`src/rtl/pool_and_concurrency_admission_defines.svh`:
```
// Assertion macros for the pool and concurrency admission block.
// Used by files that hold concurrent checks; they expect clk and rst_n in scope.
`ifndef POOL_AND_CONCURRENCY_ADMISSION_DEFINES_SVH
`define POOL_AND_CONCURRENCY_ADMISSION_DEFINES_SVH

// Same-cycle implication, sampled on the rising clock edge, off during reset.
`define PCA_ASSERT_SAME(label, ante, cons, msg) \
    label: assert property (@(posedge clk) disable iff (!rst_n) (ante) |-> (cons)) \
        else $error(msg);

// Next-cycle implication, sampled on the rising clock edge, off during reset.
`define PCA_ASSERT_NEXT(label, ante, cons, msg) \
    label: assert property (@(posedge clk) disable iff (!rst_n) (ante) |=> (cons)) \
        else $error(msg);

`endif

```
`src/rtl/pca_pkg.sv`:
```
// Shared constants, codes and types of the pool and concurrency admission block.
// No dependencies; used by every module in rtl.
package pca_pkg;

    localparam int NUM_POOLS = 4;
    localparam int NUM_KINDS = 4;
    localparam int AMT_LANES = 4;

    localparam int CFG_DATA_W = 64;
    localparam int CFG_IDX_W  = 2;
    localparam int IN_DATA_W  = 72;
    localparam int OUT_DATA_W = 104;

    localparam logic [CFG_IDX_W-1:0] REG_POOL_TOTALS   = 2'd0;
    localparam logic [CFG_IDX_W-1:0] REG_POOL_RESERVED = 2'd1;
    localparam logic [CFG_IDX_W-1:0] REG_TYPE_LIMITS   = 2'd2;
    localparam logic [CFG_IDX_W-1:0] REG_POOL_DECLARED = 2'd3;

    localparam logic ACT_ADMIT   = 1'b0;
    localparam logic ACT_RELEASE = 1'b1;

    localparam logic [2:0] ST_OK         = 3'd0;
    localparam logic [2:0] ST_UNDECLARED = 3'd1;
    localparam logic [2:0] ST_EXHAUSTED  = 3'd2;
    localparam logic [2:0] ST_LIMIT      = 3'd3;
    localparam logic [2:0] ST_UNDERFLOW  = 3'd4;

    localparam logic [15:0] CNT_MAX = 16'hFFFF;

    typedef logic [NUM_POOLS-1:0][15:0] pool_vec_t;
    typedef logic [NUM_KINDS-1:0][15:0] kind_vec_t;
    typedef logic [AMT_LANES-1:0][15:0] lane_vec_t;

    typedef struct packed {
        pool_vec_t              totals;
        pool_vec_t              reserved;
        kind_vec_t              limits;
        logic [NUM_POOLS-1:0]   declared;
    } cfg_t;

    typedef struct packed {
        logic       action;
        logic [1:0] task_kind;
        logic [3:0] pool_mask;
        lane_vec_t  amount;
    } item_t;

    typedef struct packed {
        logic [2:0]  status;
        logic [1:0]  fail_pool;
        lane_vec_t   in_use;
        logic [15:0] kind_in_flight;
        logic [17:0] total_in_flight;
    } result_t;

    typedef struct packed {
        result_t   res;
        pool_vec_t pool_next;
        kind_vec_t kind_next;
    } decision_t;

endpackage

```
`src/rtl/pca_cfg_regs.sv`:
```
// Configuration register file: pool totals, reservations, type limits, declared pools.
// Depends on pca_pkg.
module pca_cfg_regs
    import pca_pkg::*;
(
    input  logic                  clk,
    input  logic                  rst_n,
    input  logic                  cfg_we,
    input  logic [CFG_IDX_W-1:0]  cfg_index,
    input  logic [CFG_DATA_W-1:0] cfg_data,
    output cfg_t                  cfg
);

    cfg_t cfg_reg;

    always_ff @(posedge clk or negedge rst_n)
    begin
        if (!rst_n)
        begin
            cfg_reg <= '0;
        end
        else if (cfg_we)
        begin
            case (cfg_index)
                REG_POOL_TOTALS:
                begin
                    for (int i = 0; i < NUM_POOLS; i++)
                        cfg_reg.totals[i] <= cfg_data[16*i +: 16];
                end
                REG_POOL_RESERVED:
                begin
                    for (int i = 0; i < NUM_POOLS; i++)
                        cfg_reg.reserved[i] <= cfg_data[16*i +: 16];
                end
                REG_TYPE_LIMITS:
                begin
                    for (int i = 0; i < NUM_KINDS; i++)
                        cfg_reg.limits[i] <= cfg_data[16*i +: 16];
                end
                REG_POOL_DECLARED:
                begin
                    cfg_reg.declared <= cfg_data[NUM_POOLS-1:0];
                end
                default:
                begin
                    cfg_reg <= cfg_reg;
                end
            endcase
        end
    end

    assign cfg = cfg_reg;

endmodule

```
`src/rtl/pca_decide.sv`:
```
// Admission decision: pool checks in index order, concurrency check, counter updates.
// Pure combinational logic between the input register and the result register; uses pca_pkg.
module pca_decide
    import pca_pkg::*;
(
    input  cfg_t      cfg,
    input  item_t     item,
    input  pool_vec_t pool_use,
    input  kind_vec_t kind_run,
    output decision_t dec
);

    pool_vec_t   free_space;
    logic [16:0] taken;
    logic [16:0] sum;
    logic        found;
    logic [15:0] run;
    logic [15:0] lim;
    logic [17:0] total;

    // Shared free space per pool, floored at zero
    always_comb
    begin
        taken = '0;
        for (int i = 0; i < NUM_POOLS; i++)
        begin
            taken = {1'b0, cfg.reserved[i]} + {1'b0, pool_use[i]};
            free_space[i] = ({1'b0, cfg.totals[i]} > taken) ?
                            (cfg.totals[i] - taken[15:0]) : 16'd0;
        end
    end

    always_comb
    begin
        dec = '0;
        dec.pool_next = pool_use;
        dec.kind_next = kind_run;
        dec.res.status = ST_OK;
        dec.res.fail_pool = '0;
        found = 1'b0;
        sum = '0;
        total = '0;
        run = (32'(item.task_kind) < NUM_KINDS) ? kind_run[item.task_kind] : 16'd0;
        lim = (32'(item.task_kind) < NUM_KINDS) ? cfg.limits[item.task_kind] : 16'd0;

        if (item.action == ACT_ADMIT)
        begin
            // first failing pool decides the status
            for (int i = 0; i < AMT_LANES; i++)
            begin
                if (!found && item.pool_mask[i])
                begin
                    if (i >= NUM_POOLS || !cfg.declared[i])
                    begin
                        dec.res.status = ST_UNDECLARED;
                        dec.res.fail_pool = 2'(i);
                        found = 1'b1;
                    end
                    else if (item.amount[i] > free_space[i])
                    begin
                        dec.res.status = ST_EXHAUSTED;
                        dec.res.fail_pool = 2'(i);
                        found = 1'b1;
                    end
                end
            end
            if (!found)
            begin
                if (32'(item.task_kind) >= NUM_KINDS || (lim != 16'd0 && run >= lim) ||
                    run == CNT_MAX)
                begin
                    dec.res.status = ST_LIMIT;
                end
                else
                begin
                    for (int i = 0; i < NUM_POOLS; i++)
                    begin
                        if (item.pool_mask[i])
                        begin
                            sum = {1'b0, pool_use[i]} + {1'b0, item.amount[i]};
                            dec.pool_next[i] = sum[16] ? CNT_MAX : sum[15:0];
                        end
                    end
                    dec.kind_next[item.task_kind] = run + 16'd1;
                end
            end
        end
        else
        begin
            // release: drain the named pools even when the type count underflows
            for (int i = 0; i < NUM_POOLS; i++)
            begin
                if (item.pool_mask[i])
                    dec.pool_next[i] = (item.amount[i] >= pool_use[i]) ? 16'd0 :
                                       (pool_use[i] - item.amount[i]);
            end
            if (32'(item.task_kind) >= NUM_KINDS || run == 16'd0)
                dec.res.status = ST_UNDERFLOW;
            else
                dec.kind_next[item.task_kind] = run - 16'd1;
        end

        for (int i = 0; i < AMT_LANES; i++)
            dec.res.in_use[i] = (i < NUM_POOLS) ? dec.pool_next[i] : 16'd0;
        dec.res.kind_in_flight = (32'(item.task_kind) < NUM_KINDS) ?
                                 dec.kind_next[item.task_kind] : 16'd0;
        for (int i = 0; i < NUM_KINDS; i++)
            total = total + {2'b00, dec.kind_next[i]};
        dec.res.total_in_flight = total;
    end

endmodule

```
`src/rtl/pool_and_concurrency_admission.sv`:
```
// Top level of the pool and concurrency admission block.
// Instantiates pca_cfg_regs and pca_decide; uses pca_pkg and the assertion macro header.
//
// Usage:
//   The slave stream (s_tvalid/s_tready/s_tdata/s_tuser) carries admit and
//   release requests; s_tuser is the action (0 admit, 1 release). The master
//   stream (m_tvalid/m_tready/m_tdata) returns exactly one result per request,
//   in order. The cfg_we/cfg_index/cfg_data port writes the four setup
//   registers (totals, reservations, type limits, declared mask); write it
//   only while no request is in flight.
//   A request accepted into the input register is decided once the result
//   register is free or draining; the result register then drives m_tvalid.
//   Throughput: one request per cycle while m_tready stays high, set by the
//   loop through the pool and type counters that each decision reads and updates.
//   Reset clears the counters, the setup registers and both stream valid flags.
//   When m_tready is low the result holds; one more request is buffered in
//   the input register, after which s_tready drops until the result is taken.
`include "pool_and_concurrency_admission_defines.svh"

module pool_and_concurrency_admission
    import pca_pkg::*;
(
    input  logic                  clk,
    input  logic                  rst_n,
    input  logic                  cfg_we,
    input  logic [CFG_IDX_W-1:0]  cfg_index,
    input  logic [CFG_DATA_W-1:0] cfg_data,
    input  logic                  s_tvalid,
    output logic                  s_tready,
    // task_kind[1:0], pool_mask[5:2], amount_pool0[21:6], amount_pool1[37:22],
    // amount_pool2[53:38], amount_pool3[69:54], zero fill above
    input  logic [IN_DATA_W-1:0]  s_tdata,
    // action[0]
    input  logic                  s_tuser,
    output logic                  m_tvalid,
    input  logic                  m_tready,
    // status[2:0], fail_pool[4:3], in_use_pool0[20:5], in_use_pool1[36:21],
    // in_use_pool2[52:37], in_use_pool3[68:53], kind_in_flight[84:69],
    // total_in_flight[102:85], zero fill above
    output logic [OUT_DATA_W-1:0] m_tdata
);

    cfg_t      cfg;
    item_t     in_item;
    item_t     in_reg;
    logic      in_valid_reg;
    logic      in_valid_next;
    result_t   out_reg;
    logic      out_valid_reg;
    logic      out_valid_next;
    pool_vec_t pool_use_reg;
    kind_vec_t kind_run_reg;
    decision_t dec;
    logic      s_accept;
    logic      fire;

    pca_cfg_regs u_cfg_regs (
        .clk       (clk),
        .rst_n     (rst_n),
        .cfg_we    (cfg_we),
        .cfg_index (cfg_index),
        .cfg_data  (cfg_data),
        .cfg       (cfg)
    );

    pca_decide u_decide (
        .cfg      (cfg),
        .item     (in_reg),
        .pool_use (pool_use_reg),
        .kind_run (kind_run_reg),
        .dec      (dec)
    );

    always_comb
    begin
        in_item.action    = s_tuser;
        in_item.task_kind = s_tdata[1:0];
        in_item.pool_mask = s_tdata[5:2];
        for (int i = 0; i < AMT_LANES; i++)
            in_item.amount[i] = s_tdata[6 + 16*i +: 16];
    end

    // decide when a request waits and the result register is free or draining
    assign fire     = in_valid_reg && (!out_valid_reg || m_tready);
    assign s_tready = !in_valid_reg || fire;
    assign s_accept = s_tvalid && s_tready;

    assign in_valid_next  = s_accept ? 1'b1 : (fire ? 1'b0 : in_valid_reg);
    assign out_valid_next = fire ? 1'b1 : (m_tready ? 1'b0 : out_valid_reg);

    always_ff @(posedge clk or negedge rst_n)
    begin
        if (!rst_n)
        begin
            in_valid_reg  <= 1'b0;
            out_valid_reg <= 1'b0;
            pool_use_reg  <= '0;
            kind_run_reg  <= '0;
        end
        else
        begin
            in_valid_reg  <= in_valid_next;
            out_valid_reg <= out_valid_next;
            if (fire)
            begin
                pool_use_reg <= dec.pool_next;
                kind_run_reg <= dec.kind_next;
            end
        end
    end

    always_ff @(posedge clk)
    begin
        if (s_accept)
            in_reg <= in_item;
        if (fire)
            out_reg <= dec.res;
    end

    assign m_tvalid = out_valid_reg;
    assign m_tdata  = {1'b0, out_reg.total_in_flight, out_reg.kind_in_flight,
                       out_reg.in_use[3], out_reg.in_use[2], out_reg.in_use[1],
                       out_reg.in_use[0], out_reg.fail_pool, out_reg.status};

    `PCA_ASSERT_NEXT(a_fire_loads_result, fire, m_tvalid, "decided request left no result")
    `PCA_ASSERT_NEXT(a_refused_admit_holds_counters,
        fire && in_reg.action == ACT_ADMIT && dec.res.status != ST_OK,
        $stable(pool_use_reg) && $stable(kind_run_reg), "refused admit changed counters")
    `PCA_ASSERT_SAME(a_stall_only_when_full, !s_tready,
        in_valid_reg && out_valid_reg && !m_tready, "input stalled with room to spare")
    `PCA_ASSERT_SAME(a_fail_pool_only_on_pool_fault,
        out_valid_reg && out_reg.fail_pool != 2'd0,
        out_reg.status == ST_UNDECLARED || out_reg.status == ST_EXHAUSTED,
        "fail_pool set without a pool fault")
    `PCA_ASSERT_SAME(a_underflow_reports_zero,
        out_valid_reg && out_reg.status == ST_UNDERFLOW,
        out_reg.kind_in_flight == 16'd0, "underflow with nonzero type count")

endmodule

```
`config.mk`:
```
export PLATFORM = sky130hd
export DESIGN_NAME = pool_and_concurrency_admission
export DESIGN_NICKNAME = d
export VERILOG_FILES = /design/src/rtl/pca_pkg.sv /design/src/rtl/pca_cfg_regs.sv /design/src/rtl/pca_decide.sv /design/src/rtl/pool_and_concurrency_admission.sv
export VERILOG_INCLUDE_DIRS = /design/src /design/src/rtl
export SDC_FILE = /design/constraint.sdc
export NUM_CORES = 2
export LEC_CHECK = 0
export BUFFER_PORTS_ARGS = -buffer_cell sky130_fd_sc_hd__buf_2
export CAP_MARGIN = 20
export CORE_ASPECT_RATIO = 0.75
export CORE_MARGIN = 4
export CORE_UTILIZATION = 45
export CTS_CLUSTER_DIAMETER = 200
export DETAILED_ROUTE_END_ITERATION = 16
export GPL_TIMING_DRIVEN = 0
export HOLD_SLACK_MARGIN = 0.03
export PLACE_DENSITY = 0.65
export RECOVER_POWER = 25
export SYNTH_ARGS = -nofsm -noshare
export SYNTH_HDL_FRONTEND = slang
export SYNTH_SLANG_ARGS = --single-unit
```
`constraint.sdc`:
```
create_clock -name clk -period 32.2 [get_ports clk]
set_input_delay 6.44 -clock clk [delete_from_list [all_inputs] [get_ports clk]]
set_output_delay 6.44 -clock clk [all_outputs]
set_load 0.1 [all_outputs]
```
* Word-level counts from Yosys, hierarchy flattened
Cells that the tools add are included.
** Cells by class
- Bitwise operators :: 0
- Multiplexer cells :: 71
- Reductions and logical operators :: 24
- Shift operators :: 0
- $lt $le $gt $ge :: 15
- Equal/unequal tests :: 4
- Add/subtract/negate cells :: 21
- Div/mod/pow operators :: 0
- Multipliers :: 0
** Operators with widths (number)
- 2-to-1 mux 128 bit :: 3
- 2-to-1 mux 16 bit :: 24
- adder 16 x 16 -> 17 bit :: 9
- bitwise mux 64 bit :: 2
- subtractor 16 bit :: 8
- binary-select mux 16 bit (select 2 bit) :: 3
- greater-or-equal comparator 16 bit :: 5
- greater-than comparator 16 x 17 -> 1 bit :: 4
- greater-than comparator 16 bit :: 4
- 2-to-1 mux 64 bit :: 1
- 2-to-1 mux 5 bit :: 12
- adder 18 x 16 -> 18 bit :: 2
- demux 16 bit (select 2 bit) :: 1
- 2-to-1 mux 1 bit :: 20
- adder 16 x 1 -> 16 bit, second input constant :: 1
- equality test 16 bit, second input constant :: 1
- logical NOT 16 bit :: 1
- nonzero test 16 bit :: 1
- subtractor 16 x 1 -> 16 bit, second input constant :: 1
- 2-to-1 mux 3 bit :: 4
- AND reduction 2 bit :: 4
- logical AND 1 bit :: 7
- logical NOT 1 bit :: 5
- equality test 2 bit, second input constant :: 2
- other kinds (7) :: 10
** Word-level totals
- Bits in latches :: 0
- Flip-flop bits (word level) :: 500
- Logic and storage cells :: 173
- Memory bits (read-only) :: 0
- Memories :: 0
- Output and inout port bits :: 106
- Input bits :: 144
- Bits in writable memories :: 0

* Depth between registers and ports, before layout
- Depth in word-level cells :: 25
- Depth in mapped cells :: 56
- Gate-level depth less buffers :: 54

* Modules after synthesis
Synthesis repeated with hierarchy kept, for this count alone.
** Unflattened totals
- Cells, all modules :: 3783
- Area total of the unflattened synthesis :: 39731.9 um^2
** Modules (own cells, without submodules)
- pca_decide :: cells an instance 2912, area an instance 21109.0 um^2, times used 1, seq. area each 0.0 um^2
- pool_and_concurrency_admission :: cells an instance 454, area an instance 10596.4 um^2, times used 1, seq. area each 8478.1 um^2
- pca_cfg_regs :: cells an instance 417, area an instance 8026.4 um^2, times used 1, seq. area each 4904.7 um^2

* Worst setup path after synthesis
Ideal clock, no wire load.
- Path kind :: input to output
- From :: input m_tready
- To :: output s_tready
- Data arrival time :: 7262 ps
- Data required time :: 25760 ps
- Setup slack :: 18498 ps
- Stages :: 1
- Path buffers :: 0
- Path through :: nand3b_1
** On the way
- Longest elaborated chain between the ends :: 3
** Ends and longest elaborated chain
- start, declared :: line pool_and_concurrency_admission.sv:36 : input logic m_tready,
- logical OR 1 bit :: line pool_and_concurrency_admission.sv:84 : assign fire = in_valid_reg && (!out_valid_reg || m_tready);
- logical AND 1 bit :: line pool_and_concurrency_admission.sv:84
- logical OR 1 bit :: line pool_and_concurrency_admission.sv:85 : assign s_tready = !in_valid_reg || fire;
- end, declared :: line pool_and_concurrency_admission.sv:29 : output logic s_tready,
Every way passes these cells.

==> flow_summary.ini <==
[route]
via_per_inst = 5.90
drcViolationCount = 0
wirelength_um = 119000
drtAntennaViolNets = 0
dr_total_vias = 30347
wl_per_cell_um = 23.1
first_pass_iters = 6
drtIter0Drc = 3117

[sta]
post-route-period-util_pct = 44.4
period_needed_ns = 14.29
whs_ns = 0.490
rsz0062_at_grt = no
report.final.slew_viol_count = 251
finalSetupTns_ns = 0
worst_pin_slew_ns = 6.36
max_freq_ghz = 0.0700
setup_violations = 0
maxSlewHeadroom_pct = -324
finalClockSkew_ns = 0.0325
hold_viol_final = 0

[worst_setup_path]
crit_slowest_cell = clkbuf_1
cp.required_ns = 32.57
cpPeakStageDelay_ns = 0.90
timing_worst_setup_path_type = reg2reg
endpoint_kind = flop
cpLargestDelayFamily = compound AO/OA/AOI/OAI gates
critPathBufInv = 3
start_kind = flop
cp_common_cell = a21oi_1
cp_data_arrival_time_ns = 14.66
cp_max_fo = 10

[yosys]
avgSynthCellArea_sq_um = 9.87
ys_ff_latch = 500
synth-edff-count = 174
synth_common_cells = 372 x nand2_1, 370 x ha_1, 326 x dfrtp_1
netlist_instances = 3720
syn_nets = 4268
yosys.cell_types.count = 98
synth_area_sq_mm = 0.0367
synth.most_common_cell = nand2_1
async_flop_share_pct = 65.2
synth_warnings = 0
synth_top_area_share_pct = 22.2
synth_flop_cell = dfrtp_1
yosysSeqAreaShare_pct = 36.5
synth_top_cell_by_area = dfrtp_1
yosys-top-cells-area = dfrtp_1 22%, edfxtp_1 14%, ha_1 13%

[power_and_ir_drop]
leakage_nw = 18.2
vdd_drop_max_uv = 64.8
p_per_area_mw_per_mm2 = 110

[grt]
grtUsageTotal_pct = 27.0
grt_pass1_wl_um = 179000
grt.overflow.total = 0
grt_max_degree = 118
first_global_vias = 28522
antenna_found_initial = 4

[finish]
syn_to_final_growth_pct = 12.8
drive_above_1_share_pct = 16.8
insertedDiodeCount = 0
largest_reg_flops = 196
nNetsFinal = 4591

[cts]
postCtsSetupRepairBufs = 0
h-tree-depth = 2
clock-sinks = 500
cts_hold_buf = 0
numCtsBuffers = 54
cts_tree = built
clk_pin_slew_ns = 0.06
cts_resized = 0
root_buffer = clkbuf_16
worstSkewPairLatency_ns = 0.67
cts_buffer_depth = 3

[outcome]
status = finished with violations
violations = max-capacitance violations, max-slew violations

[floorplanning]
initial_utilization_pct = 45.5
rows = 90
die_w_um = 338
die_h_um = 255
core_area_sq_mm = 0.0806
dieArea_sq_mm = 0.0862
num_io_pins = 250

[placement]
place_congestion = 0.995
dp_hpwl_um = 94100
portBuffers = 246

[hold_path]
hp-class = reg2reg

[flow_run]
cap_viol_max_count = 3
## path summary, 6_finish.rpt
| path | endpoint | cells after the start | slack [ns] | start |
|---|---|---|---|---|
| worst min-delay path | m_tvalid | 1 | 0.49 | in_valid_reg |
| worst max register to register | m_tdata[102] | 52 | 17.91 | pool_use_reg[33] |
| worst max-delay path | m_tdata[102] | 52 | 17.91 | pool_use_reg[33] |
| min in group asynchronous | u_cfg_regs.cfg[185] | 1 | 6.70 | rst_n |
| max in group asynchronous | pool_use_reg[9] | 2 | 18.22 | rst_n |
| worst min register to register | m_tvalid | 1 | 0.49 | in_valid_reg |
## cells by family after synthesis
kind of cell / after synthesis / share of synthesized area [%]
AOI/OAI and AO/OA: 884 / 15.8
xor gates and xnor gates: 228 / 5.44
adders and majority gates: 404 / 14.5
buffers and inverters: 434 / 4.61
DFF: 500 / 36.5
muxes: 299 / 10.5
other: 1 / 0.0102
and+or+nand+nor: 970 / 12.7
## final cells by class
class	count	area (sq um)
fill	7420	39200
multi-input combinational	2786	21600
sequential	500	13400
clock buffer	69	1470
timing repair buffer	267	1450
tap	1058	1320
inverter	283	1060
buffer	151	633
clock inverter	33	437
## power breakdown
group          switching (mW)  internal, mW  leakage (nW)  total (mW)
combinational            1.74          1.12          11.5        2.86
clock                   0.289         0.391         0.936       0.680
sequential              0.165         0.869          5.68        1.03
total                    2.20          2.38          18.2        4.57
## per-stage QoR
stage / std cells / power, mW / setup WS (ns) / cell area (sq um) / util (%)
4_1_cts: 5140 / 4.55 / 17.90 / 41400 / 51.4
6_report: 5147 / 4.57 / 17.91 / 41400 / 51.3
3_3_place_gp: 5024 / 3.81 / 17.73 / 39300 / 48.7
3_5_place_dp: 5038 / 3.85 / 17.96 / 39500 / 49.0
5_1_grt: 5147 / 4.94 / 16.53 / 41400 / 51.3
2_1_floorplan: 3720 / 3.19 / 18.50 / 36700 / -
## layout by cell type (no fill, tap or decap), types with 21 or more instances in the layout
cell / count
a21o_1: 55
a21oi_1: 221
a221oi_1: 21
a22oi_1: 27
a31oi_1: 28
and3_1: 21
buf_2: 251
clkbuf_1: 142
clkbuf_16: 55
dfrtp_1: 326
edfxtp_1: 174
fa_1: 34
ha_1: 370
inv_1: 279
mux2_2: 239
mux4_2: 42
nand2_1: 372
nand2b_1: 39
nand3_1: 50
nand3b_1: 23
nand4_1: 47
nor2_1: 210
nor2b_1: 44
nor3_1: 58
o211ai_1: 40
o21a_1: 31
o21ai_0: 200
o21bai_1: 55
xnor2_1: 160
xor2_1: 68
## worst register-to-register path, delay by kind of cell (launching register included)
kind                     cells  cell delay [ns]
AO/OA/AOI/OAI               32             7.30
adder cells (fa/ha/maj)      6             2.18
AND/OR/NAND/NOR              9             2.12
buffers and inverters        3             1.54
flip-flops                   1             0.58
XOR/XNOR                     2             0.31
## layer usage
metal / share of wire (%) / vias up / global-route usage, %
met2: 41 / 1318 / 38.1
li1: - / 14146 / -
met5: 0.011 / - / 0
met3: 9.8 / 186 / 5.45
met1: 47 / 14695 / 41.7
met4: 2.9 / 2 / 7.47
(Power assumes the default switching activity.)
